<file path="src/hw/rtl/cscp_pkg.sv">
`timescale 1ns / 1ps
`default_nettype none
// ----------------------------------------------------------------------------
// Cycling speed and cadence packet package
// Constants, register map and sequencer states for the packet decoder.
// ----------------------------------------------------------------------------
package cscp_pkg;

    localparam int unsigned PACKET_LENGTH = 11;

    localparam int unsigned APB_DATA_W = 32;
    localparam int unsigned APB_ADDR_W = 3;

    localparam logic [0:0]  REG_CIRC       = 1'b0;
    localparam logic [11:0] CIRC_RESET     = 12'd2170;

    localparam logic [3:0]  BYTE_CNT_MAX   = 4'd15;
    localparam logic [3:0]  BYTE_CNT_LAST  = 4'(PACKET_LENGTH - 1);
    localparam logic [3:0]  WHEEL_FIRST    = 4'd1;
    localparam logic [3:0]  WHEEL_LAST     = 4'd4;
    localparam logic [3:0]  CRANK_AFTER_WH = 4'd7;
    localparam logic [3:0]  CRANK_NO_WH    = 4'd1;

    localparam logic [15:0] CAD_SCALE      = 16'd60000;
    localparam logic [7:0]  SPEED_MAX      = 8'hFF;
    localparam logic [15:0] CAD_MAX        = 16'hFFFF;

    localparam int unsigned DIV_W          = 64;
    localparam int unsigned STEP_W         = 6;
    localparam int unsigned PROD_W         = 48;

    typedef enum logic [4:0] {
        S_IDLE = 5'b00001,
        S_MUL  = 5'b00010,
        S_LOAD = 5'b00100,
        S_DIV  = 5'b01000,
        S_OUT  = 5'b10000
    } t_state;

endpackage
`default_nettype wire

</file>
<file path="src/hw/rtl/cycling_speed_cadence_packet_top.sv">
`timescale 1ns / 1ps
`default_nettype none
// ----------------------------------------------------------------------------
// Cycling speed and cadence packet decoder
// Assembles measurement notifications byte by byte and computes speed and
// cadence against the previous used packet with one shared divider.
// ----------------------------------------------------------------------------
// Bytes that do not complete a packet are taken one per cycle. The final byte
// of a packet of the expected length starts a computation: one multiply and
// one divider load per result, then 64 restoring steps of the shared 64-bit
// divider, first for speed and then for cadence; the input stalls during that
// time and while the output register is full. A zero elapsed time skips the
// divider and gives the saturated result. The result sits in an output
// register, so the next packet's bytes are taken while it waits to be read.
module cycling_speed_cadence_packet_top (
    input  wire                                  i_clk,
    input  wire                                  i_rst_n,

    input  wire                                  i_in_valid,
    output logic                                 o_in_stall,
    input  wire  [7:0]                           i_data_byte,
    input  wire                                  i_last_byte,
    input  wire  [31:0]                          i_now_ms,

    output logic                                 o_out_valid,
    input  wire                                  i_out_stall,
    output logic [7:0]                           o_speed_kmh,
    output logic [15:0]                          o_cadence_rpm,
    output logic                                 o_zero_interval,

    input  wire                                  psel,
    input  wire                                  penable,
    input  wire                                  pwrite,
    input  wire  [cscp_pkg::APB_ADDR_W-1:0]      paddr,
    input  wire  [cscp_pkg::APB_DATA_W-1:0]      pwdata,
    output logic [cscp_pkg::APB_DATA_W-1:0]      prdata,
    output logic                                 pready
);
    import cscp_pkg::*;

    t_state                r_state;
    logic [11:0]           r_circ;

    logic [3:0]            r_byte_cnt, n_byte_cnt;
    logic [1:0]            r_flags,    n_flags;
    logic [31:0]           r_wheel,    n_wheel;
    logic [15:0]           r_crank,    n_crank;
    logic [31:0]           r_prev_wheel;
    logic [15:0]           r_prev_crank;
    logic [31:0]           r_prev_time;

    logic [31:0]           r_wdiff;
    logic [15:0]           r_cdiff;
    logic [31:0]           r_delta;
    logic                  r_phase;
    logic [PROD_W-1:0]     r_prod;
    logic [DIV_W-1:0]      r_quo;
    logic [DIV_W-1:0]      r_rem;
    logic [DIV_W-1:0]      r_den;
    logic [STEP_W-1:0]     r_step;

    logic [7:0]            r_speed;
    logic [15:0]           r_cad;
    logic                  r_zero;

    logic                  r_out_valid;
    logic [7:0]            r_out_speed;
    logic [15:0]           r_out_cad;
    logic                  r_out_zero;

    logic                  in_acc;
    logic                  pkt_match;
    logic                  cfg_wr;
    logic [3:0]            cnt_m1;
    logic [3:0]            crank_start;
    logic [31:0]           wdiff;
    logic [15:0]           cdiff;
    logic [31:0]           delta;
    logic [31:0]           mul_a;
    logic [15:0]           mul_b;
    logic [DIV_W-1:0]      rem_sh;
    logic [DIV_W:0]        rem_sub;
    logic                  rem_ge;
    logic [DIV_W-1:0]      quo_nxt;
    logic                  out_free;

    assign o_in_stall   = (r_state != S_IDLE);
    assign in_acc       = i_in_valid && !o_in_stall;
    assign pkt_match    = (r_byte_cnt != BYTE_CNT_MAX) && (r_byte_cnt == BYTE_CNT_LAST);
    assign cfg_wr       = psel && penable && pwrite && pready;
    assign pready       = 1'b1;
    assign prdata       = (paddr[2] == REG_CIRC) ? {20'd0, r_circ} : '0;

    assign o_out_valid     = r_out_valid;
    assign o_speed_kmh     = r_out_speed;
    assign o_cadence_rpm   = r_out_cad;
    assign o_zero_interval = r_out_zero;
    assign out_free        = !r_out_valid || !i_out_stall;

    // Byte assembly
    assign cnt_m1      = r_byte_cnt - 4'd1;
    assign crank_start = r_flags[0] ? CRANK_AFTER_WH : CRANK_NO_WH;

    always_comb begin
        n_byte_cnt = r_byte_cnt;
        n_flags    = r_flags;
        n_wheel    = r_wheel;
        n_crank    = r_crank;
        if (r_byte_cnt == 4'd0) begin
            n_flags = i_data_byte[1:0];
            n_wheel = '0;
            n_crank = '0;
        end else begin
            if (r_flags[0] && r_byte_cnt >= WHEEL_FIRST && r_byte_cnt <= WHEEL_LAST) begin
                n_wheel = r_wheel | ({24'd0, i_data_byte} << {cnt_m1[1:0], 3'b000});
            end
            if (r_flags[1] && r_byte_cnt == crank_start) begin
                n_crank[7:0] = r_crank[7:0] | i_data_byte;
            end
            if (r_flags[1] && r_byte_cnt == crank_start + 4'd1) begin
                n_crank[15:8] = r_crank[15:8] | i_data_byte;
            end
        end
        if (r_byte_cnt != BYTE_CNT_MAX) begin
            n_byte_cnt = r_byte_cnt + 4'd1;
        end
    end

    assign wdiff = n_wheel - r_prev_wheel;
    assign cdiff = n_crank - r_prev_crank;
    assign delta = i_now_ms - r_prev_time;

    // Shared multiplier and divider datapath
    assign mul_a   = r_phase ? {16'd0, r_cdiff} : r_wdiff;
    assign mul_b   = r_phase ? CAD_SCALE : {4'd0, r_circ};
    assign rem_sh  = {r_rem[DIV_W-2:0], r_quo[DIV_W-1]};
    assign rem_sub = {1'b0, rem_sh} - {1'b0, r_den};
    assign rem_ge  = !rem_sub[DIV_W];
    assign quo_nxt = {r_quo[DIV_W-2:0], rem_ge};

    always_ff @(posedge i_clk) begin
        if (!i_rst_n) begin
            r_circ <= CIRC_RESET;
        end else if (cfg_wr && paddr[2] == REG_CIRC) begin
            r_circ <= pwdata[11:0];
        end
    end

    always_ff @(posedge i_clk) begin
        if (!i_rst_n) begin
            r_byte_cnt   <= '0;
            r_flags      <= '0;
            r_wheel      <= '0;
            r_crank      <= '0;
            r_prev_wheel <= '0;
            r_prev_crank <= '0;
            r_prev_time  <= '0;
        end else if (in_acc) begin
            if (i_last_byte) begin
                r_byte_cnt <= '0;
                r_flags    <= '0;
                r_wheel    <= '0;
                r_crank    <= '0;
                if (pkt_match) begin
                    r_prev_wheel <= n_wheel;
                    r_prev_crank <= n_crank;
                    r_prev_time  <= i_now_ms;
                end
            end else begin
                r_byte_cnt <= n_byte_cnt;
                r_flags    <= n_flags;
                r_wheel    <= n_wheel;
                r_crank    <= n_crank;
            end
        end
    end

    always_ff @(posedge i_clk) begin
        if (!i_rst_n) begin
            r_state     <= S_IDLE;
            r_phase     <= 1'b0;
            r_step      <= '0;
            r_out_valid <= 1'b0;
        end else begin
            if (r_state == S_OUT && out_free) begin
                r_out_valid <= 1'b1;
            end else if (r_out_valid && !i_out_stall) begin
                r_out_valid <= 1'b0;
            end
            case (r_state)
                S_IDLE: begin
                    if (in_acc && i_last_byte && pkt_match) begin
                        r_phase <= 1'b0;
                        if (delta == 32'd0) begin
                            r_state <= S_OUT;
                        end else begin
                            r_state <= S_MUL;
                        end
                    end
                end
                S_MUL: begin
                    r_state <= S_LOAD;
                end
                S_LOAD: begin
                    r_step  <= '0;
                    r_state <= S_DIV;
                end
                S_DIV: begin
                    r_step <= r_step + 1'b1;
                    if (r_step == '1) begin
                        r_phase <= 1'b1;
                        r_state <= r_phase ? S_OUT : S_MUL;
                    end
                end
                S_OUT: begin
                    if (out_free) begin
                        r_state <= S_IDLE;
                    end
                end
                default: begin
                    r_state <= S_IDLE;
                end
            endcase
        end
    end

    always_ff @(posedge i_clk) begin
        case (r_state)
            S_IDLE: begin
                if (in_acc && i_last_byte && pkt_match) begin
                    r_wdiff <= wdiff;
                    r_cdiff <= cdiff;
                    r_delta <= delta;
                    r_zero  <= (delta == 32'd0);
                    r_speed <= SPEED_MAX;
                    r_cad   <= CAD_MAX;
                end
            end
            S_MUL: begin
                r_prod <= PROD_W'(mul_a) * PROD_W'(mul_b);
            end
            S_LOAD: begin
                r_rem <= '0;
                if (r_phase) begin
                    r_quo <= {16'd0, r_prod};
                    r_den <= {32'd0, r_delta};
                end else begin
                    r_quo <= ({16'd0, r_prod} << 5) + ({16'd0, r_prod} << 2);
                    r_den <= ({32'd0, r_delta} << 3) + ({32'd0, r_delta} << 1);
                end
            end
            S_DIV: begin
                r_rem <= rem_ge ? rem_sub[DIV_W-1:0] : rem_sh;
                r_quo <= quo_nxt;
                if (r_step == '1) begin
                    if (r_phase) begin
                        r_cad <= (quo_nxt > DIV_W'(CAD_MAX)) ? CAD_MAX : quo_nxt[15:0];
                    end else begin
                        r_speed <= (quo_nxt > DIV_W'(SPEED_MAX)) ? SPEED_MAX : quo_nxt[7:0];
                    end
                end
            end
            S_OUT: begin
                if (out_free) begin
                    r_out_speed <= r_speed;
                    r_out_cad   <= r_cad;
                    r_out_zero  <= r_zero;
                end
            end
            default: begin
            end
        endcase
    end

    a_zero_saturates: assert property (@(posedge i_clk) disable iff (!i_rst_n)
        (o_out_valid && o_zero_interval) |->
            (o_speed_kmh == SPEED_MAX && o_cadence_rpm == CAD_MAX))
        else $error("zero interval result not saturated");

    a_result_from_out: assert property (@(posedge i_clk) disable iff (!i_rst_n)
        $rose(o_out_valid) |-> $past(r_state == S_OUT))
        else $error("result raised outside the output state");

    a_start_compute: assert property (@(posedge i_clk) disable iff (!i_rst_n)
        (in_acc && i_last_byte && pkt_match && delta != 32'd0) |=> (r_state == S_MUL))
        else $error("used packet did not start the computation");

endmodule
`default_nettype wire

</file>
<file path="config.mk">
export PLATFORM = sky130hd
export DESIGN_NAME = cycling_speed_cadence_packet_top
export DESIGN_NICKNAME = d
export VERILOG_FILES = /design/src/hw/rtl/cscp_pkg.sv /design/src/hw/rtl/cycling_speed_cadence_packet_top.sv
export SDC_FILE = /design/constraint.sdc
export NUM_CORES = 2
export LEC_CHECK = 0
export ABC_AREA = 0
export BUFFER_PORTS_ARGS = -buffer_cell sky130_fd_sc_hd__buf_2
export CORE_ASPECT_RATIO = 0.8
export CORE_MARGIN = 8
export CORE_UTILIZATION = 39
export CTS_CLUSTER_DIAMETER = 60
export DETAILED_ROUTE_END_ITERATION = 8
export GPL_TIMING_DRIVEN = 0
export PLACE_DENSITY = 0.64
export SYNTH_ARGS = -nofsm -noshare
export SYNTH_HDL_FRONTEND = slang
export SYNTH_SLANG_ARGS = --single-unit
</file>
<file path="constraint.sdc">
create_clock -name i_clk -period 7.5 [get_ports i_clk]
set_input_delay 0.375 -clock i_clk [delete_from_list [all_inputs] [get_ports i_clk]]
set_output_delay 0.375 -clock i_clk [all_outputs]
set_load 0.03 [all_outputs]
</file>
==> metrics <==
status=completed; Int Pwr=8.354 mW; Post-Layout Cell Count=6830; maximum clock insertion buffer count=3; Max-Cap Viols=0; clock skew=0.05049 ns; H-tree depth=2; async set-reset flop share out of synthesis=0%; Core Area=0.1149 mm²; routed wire length=126300 µm; nets=6055; clock network power share=23.5%; placed cells=6662; met1 Track Usage GR=28.26%; most frequent cells in the layout=nand2_1 (613), inv_1 (605), fa_1 (375), a21oi_1 (346), edfxtp_1 (341); grt met3 use=3.959%; Synth Flop Type=edfxtp_1; initial antenna violation count=6; die height=320.7 µm; Seq/Total Area, Yosys=29.66%; largest net degree at the start of global routing=79; number of flops mapped to enable cells by yosys=341; # rows=111; vias=35870; clock-pin slew on the worst setup and hold paths=0.06 ns; Clock Sinks=500; Post-DP HPWL=98870 µm; CP most frequent cell=fa_1; Filler cells=11060; Avg WL per Cell=18.49 µm; share of layout cells above drive strength 1=7.456%; Post-Synthesis Mean Instance Area=9.118 µm²; Root Driver=clkbuf_16; crit path max fanout=10; Cell variety after synth=87; Final Hold Vio Count=0; CTS Buf Count=61; Comb pwr share=52.1%; input/output buffers=98; Syn Inst Count=4963; Fin Hold WS=0.03081 ns; Layout area overhead=13.29%; Setup CP Type=register to register; GP Congestion=0.9327; Overflow after GRT=0; Boundary Pins=143; hold crit path type=input port to register; die width=396.8 µm; Multi-input gate area=0.02911 mm²; setup TNS=0 ns; Final Max Slew Viols=0; initial core utilization=39.40%; most common cell after layout, fill and taps aside=nand2_1; Yosys warnings=0; sw frac=38.22%; max incr delay on CP=0.59 ns; # setup viols final=0; die area=0.1273 mm²; Yosys reg bits=500; Worst Setup End Kind=register; max frequency=137.1 MHz; Worst EP arrival=7.69 ns; busiest layer in global routing=met2; Post-Syn Area=0.04525 mm²; gr usage total=19.40%; Final ANT Viol Nets=0; final worst path period need=7.297 ns; power density over cell area=263.8 mW/mm²; CTS tree=built; P_leak=21.99 nW; Worst VDD drop=0.3581 mV; global-route wire length before repair=198600 µm; Crit-path slowest cell=dfxtp_2; Switch Pwr=5.168 mW; Crit path required time=7.90 ns; crit path cell chain=nor2b_1 -> clkbuf_1 -> buf_2 -> a22o_1 -> ha_1 -> fa_1 -> fa_1 -> fa_1 -> fa_1 -> inv_1 -> fa_1 -> inv_1 -> ha_1 -> a21o_1 -> a211oi_2 -> nor2b_2 -> inv_1 -> or2_4 -> a41o_1 -> nand4_1 -> a31oi_4 -> a21oi_4 -> o21ai_2 -> xnor2_2; Pre-antenna DRT Iters=8; DRC Markers=0; Avg Vias per Cell=5.251; Reg area=0.01344 mm²; DRT iter0 DRCs=3358; startpoint types=register; slew margin rel.=14.57%; worst-margin pin slew=1.272 ns; Flop pwr share=24.4%; GRT met2 Usage=29.19%; Worst-Skew Late Latency=0.67 ns; period utilization=97.29%; number of global-route vias before repair=35180
## cell type report
cell class	count	share of cell area, %
Timing Repair Buffer	158	2.162
Clock inverter	39	1.008
Buffer	233	2.353
Sequential cell	500	26.22
Antenna cell	7	0.03417
Tap cell	1525	3.722
Clock buffer	75	3.256
Inverter	609	4.469
Multi-Input combinational cell	3684	56.77
## worst paths after layout
check / start / endpoint / slack (ns) / cells after the start
hold reg to reg: r_cad[7]$_SDFFCE_PN1P_ / o_cadence_rpm[7]$_DFFE_PP_ / 0.42 / 0
setup reg to reg: r_circ[11]$_SDFFE_PN1P_ / r_prod[43]$_DFFE_PP_ / 0.20 / 24
setup / recovery: r_circ[11]$_SDFFE_PN1P_ / r_prod[43]$_DFFE_PP_ / 0.20 / 24
hold / removal: i_now_ms[16] / r_prev_time[16]$_SDFFE_PN0P_ / 0.03 / 3
## cells by family after synthesis
group | after synthesis | share of synthesized area [%]
and+or+nand+nor | 1536 | 16.30
other | 2 | 0.01660
muxes | 12 | 0.2765
adders and majority gates | 725 | 26.28
DFF | 500 | 29.66
xor gates and xnor gates | 235 | 4.548
buffers and inverters | 849 | 7.258
AOI/OAI and AO/OA | 1104 | 15.65
## critical path: cells and delay by family (launching register included)
| kind | cells | cell delay [ns] |
|---|---|---|
| and+or+nand+nor | 4 | 0.83 |
| xor gates and xnor gates | 1 | 0.17 |
| buffers and inverters | 5 | 0.87 |
| adders and majority gates | 7 | 3.29 |
| DFF | 1 | 0.59 |
| AOI/OAI and AO/OA | 7 | 1.33 |
## synth_stat cells, types with 5 or more instances
| master | n | area share (%) |
|---|---|---|
| xnor2_1 | 132 | 2.6 |
| nand2b_1 | 54 | 0.75 |
| nand3b_1 | 8 | 0.13 |
| or3_1 | 33 | 0.46 |
| mux2i_1 | 8 | 0.18 |
| a211oi_1 | 25 | 0.41 |
| nand2_1 | 614 | 5.1 |
| a21oi_1 | 353 | 3.9 |
| o31a_1 | 7 | 0.14 |
| o21a_1 | 47 | 0.78 |
| and2_1 | 171 | 2.4 |
| fa_1 | 376 | 17 |
| nor4_1 | 31 | 0.43 |
| a22oi_1 | 68 | 1.1 |
| o21ai_0 | 192 | 2.1 |
| a21o_1 | 104 | 1.7 |
| o22ai_1 | 6 | 0.083 |
| dfxtp_1 | 159 | 7.0 |
| ha_1 | 349 | 9.6 |
| xor2_1 | 103 | 2.0 |
| nand4b_1 | 5 | 0.097 |
| buf_4 | 21 | 0.35 |
| inv_1 | 608 | 5.0 |
| nor3b_1 | 9 | 0.15 |
| or2_2 | 9 | 0.12 |
| o31ai_1 | 19 | 0.32 |
| a22o_1 | 40 | 0.77 |
| o21bai_1 | 25 | 0.41 |
| a211o_1 | 8 | 0.15 |
| nand4_1 | 22 | 0.30 |
| a221o_1 | 5 | 0.11 |
| o2111ai_1 | 8 | 0.15 |
| buf_1 | 9 | 0.075 |
| a41o_1 | 5 | 0.11 |
| nor2_1 | 277 | 2.3 |
| a21boi_0 | 117 | 1.9 |
| or4_1 | 9 | 0.15 |
| nor2b_1 | 135 | 1.9 |
| nor3_1 | 43 | 0.48 |
| a31oi_1 | 24 | 0.33 |
| and3_1 | 33 | 0.46 |
| edfxtp_1 | 341 | 23 |
| clkbuf_1 | 207 | 1.7 |
| nand3_1 | 59 | 0.65 |
## metal layers
| layer | part of all wire [%] | vias to the layer above | routed length [µm] |
|---|---|---|---|
| li1 | - | 17200 | - |
| met5 | 0 | - | 0 |
| met2 | 42 | 1222 | 52710 |
| met3 | 9.0 | 201 | 11310 |
| met1 | 46 | 17240 | 58690 |
| met4 | 2.8 | 0 | 3580 |
## power by group through the flow
stage / Clock (mW) / Combinational [mW] / Sequential, mW
floorplan: 0 / 4.92 / 3.35
global placement: 0 / 6.13 / 3.35
detailed placement: 0 / 6.20 / 3.35
CTS: 3.25 / 6.44 / 3.30
global route: 3.35 / 7.87 / 3.29
finish: 3.18 / 7.04 / 3.29
## registers in the layout, indices dropped and copies added (netlist names), 32 cells and up
name	cells
r_rem	63
r_wheel	32
r_prev_time	32
r_quo	64
r_prod	48
r_delta	32
r_wdiff	32
r_prev_wheel	32
r_den	36
## what timing repair did
item	CTS	global route
buffers inserted	5	11
hold endpoints to repair	37	0
resized for setup	89	105
cloned	0	1
pin swaps	5	19
hold buffers	37	0
endpoints found under the setup margin	38	14
## stage by stage
step	power [mW]	utilization, %	worst slack, ns	cell area (µm²)
final	13.52	44.63	0.2034	51270
after global routing	14.51	44.62	-0.03988	51250
after CTS	12.99	44.31	-0.002058	50890
after detailed placement	9.555	41.86	-2.821	48070
after global placement	9.480	41.73	-2.795	47930
after floorplan	8.262	-	0.02454	45530
(Power assumes the default switching activity.)
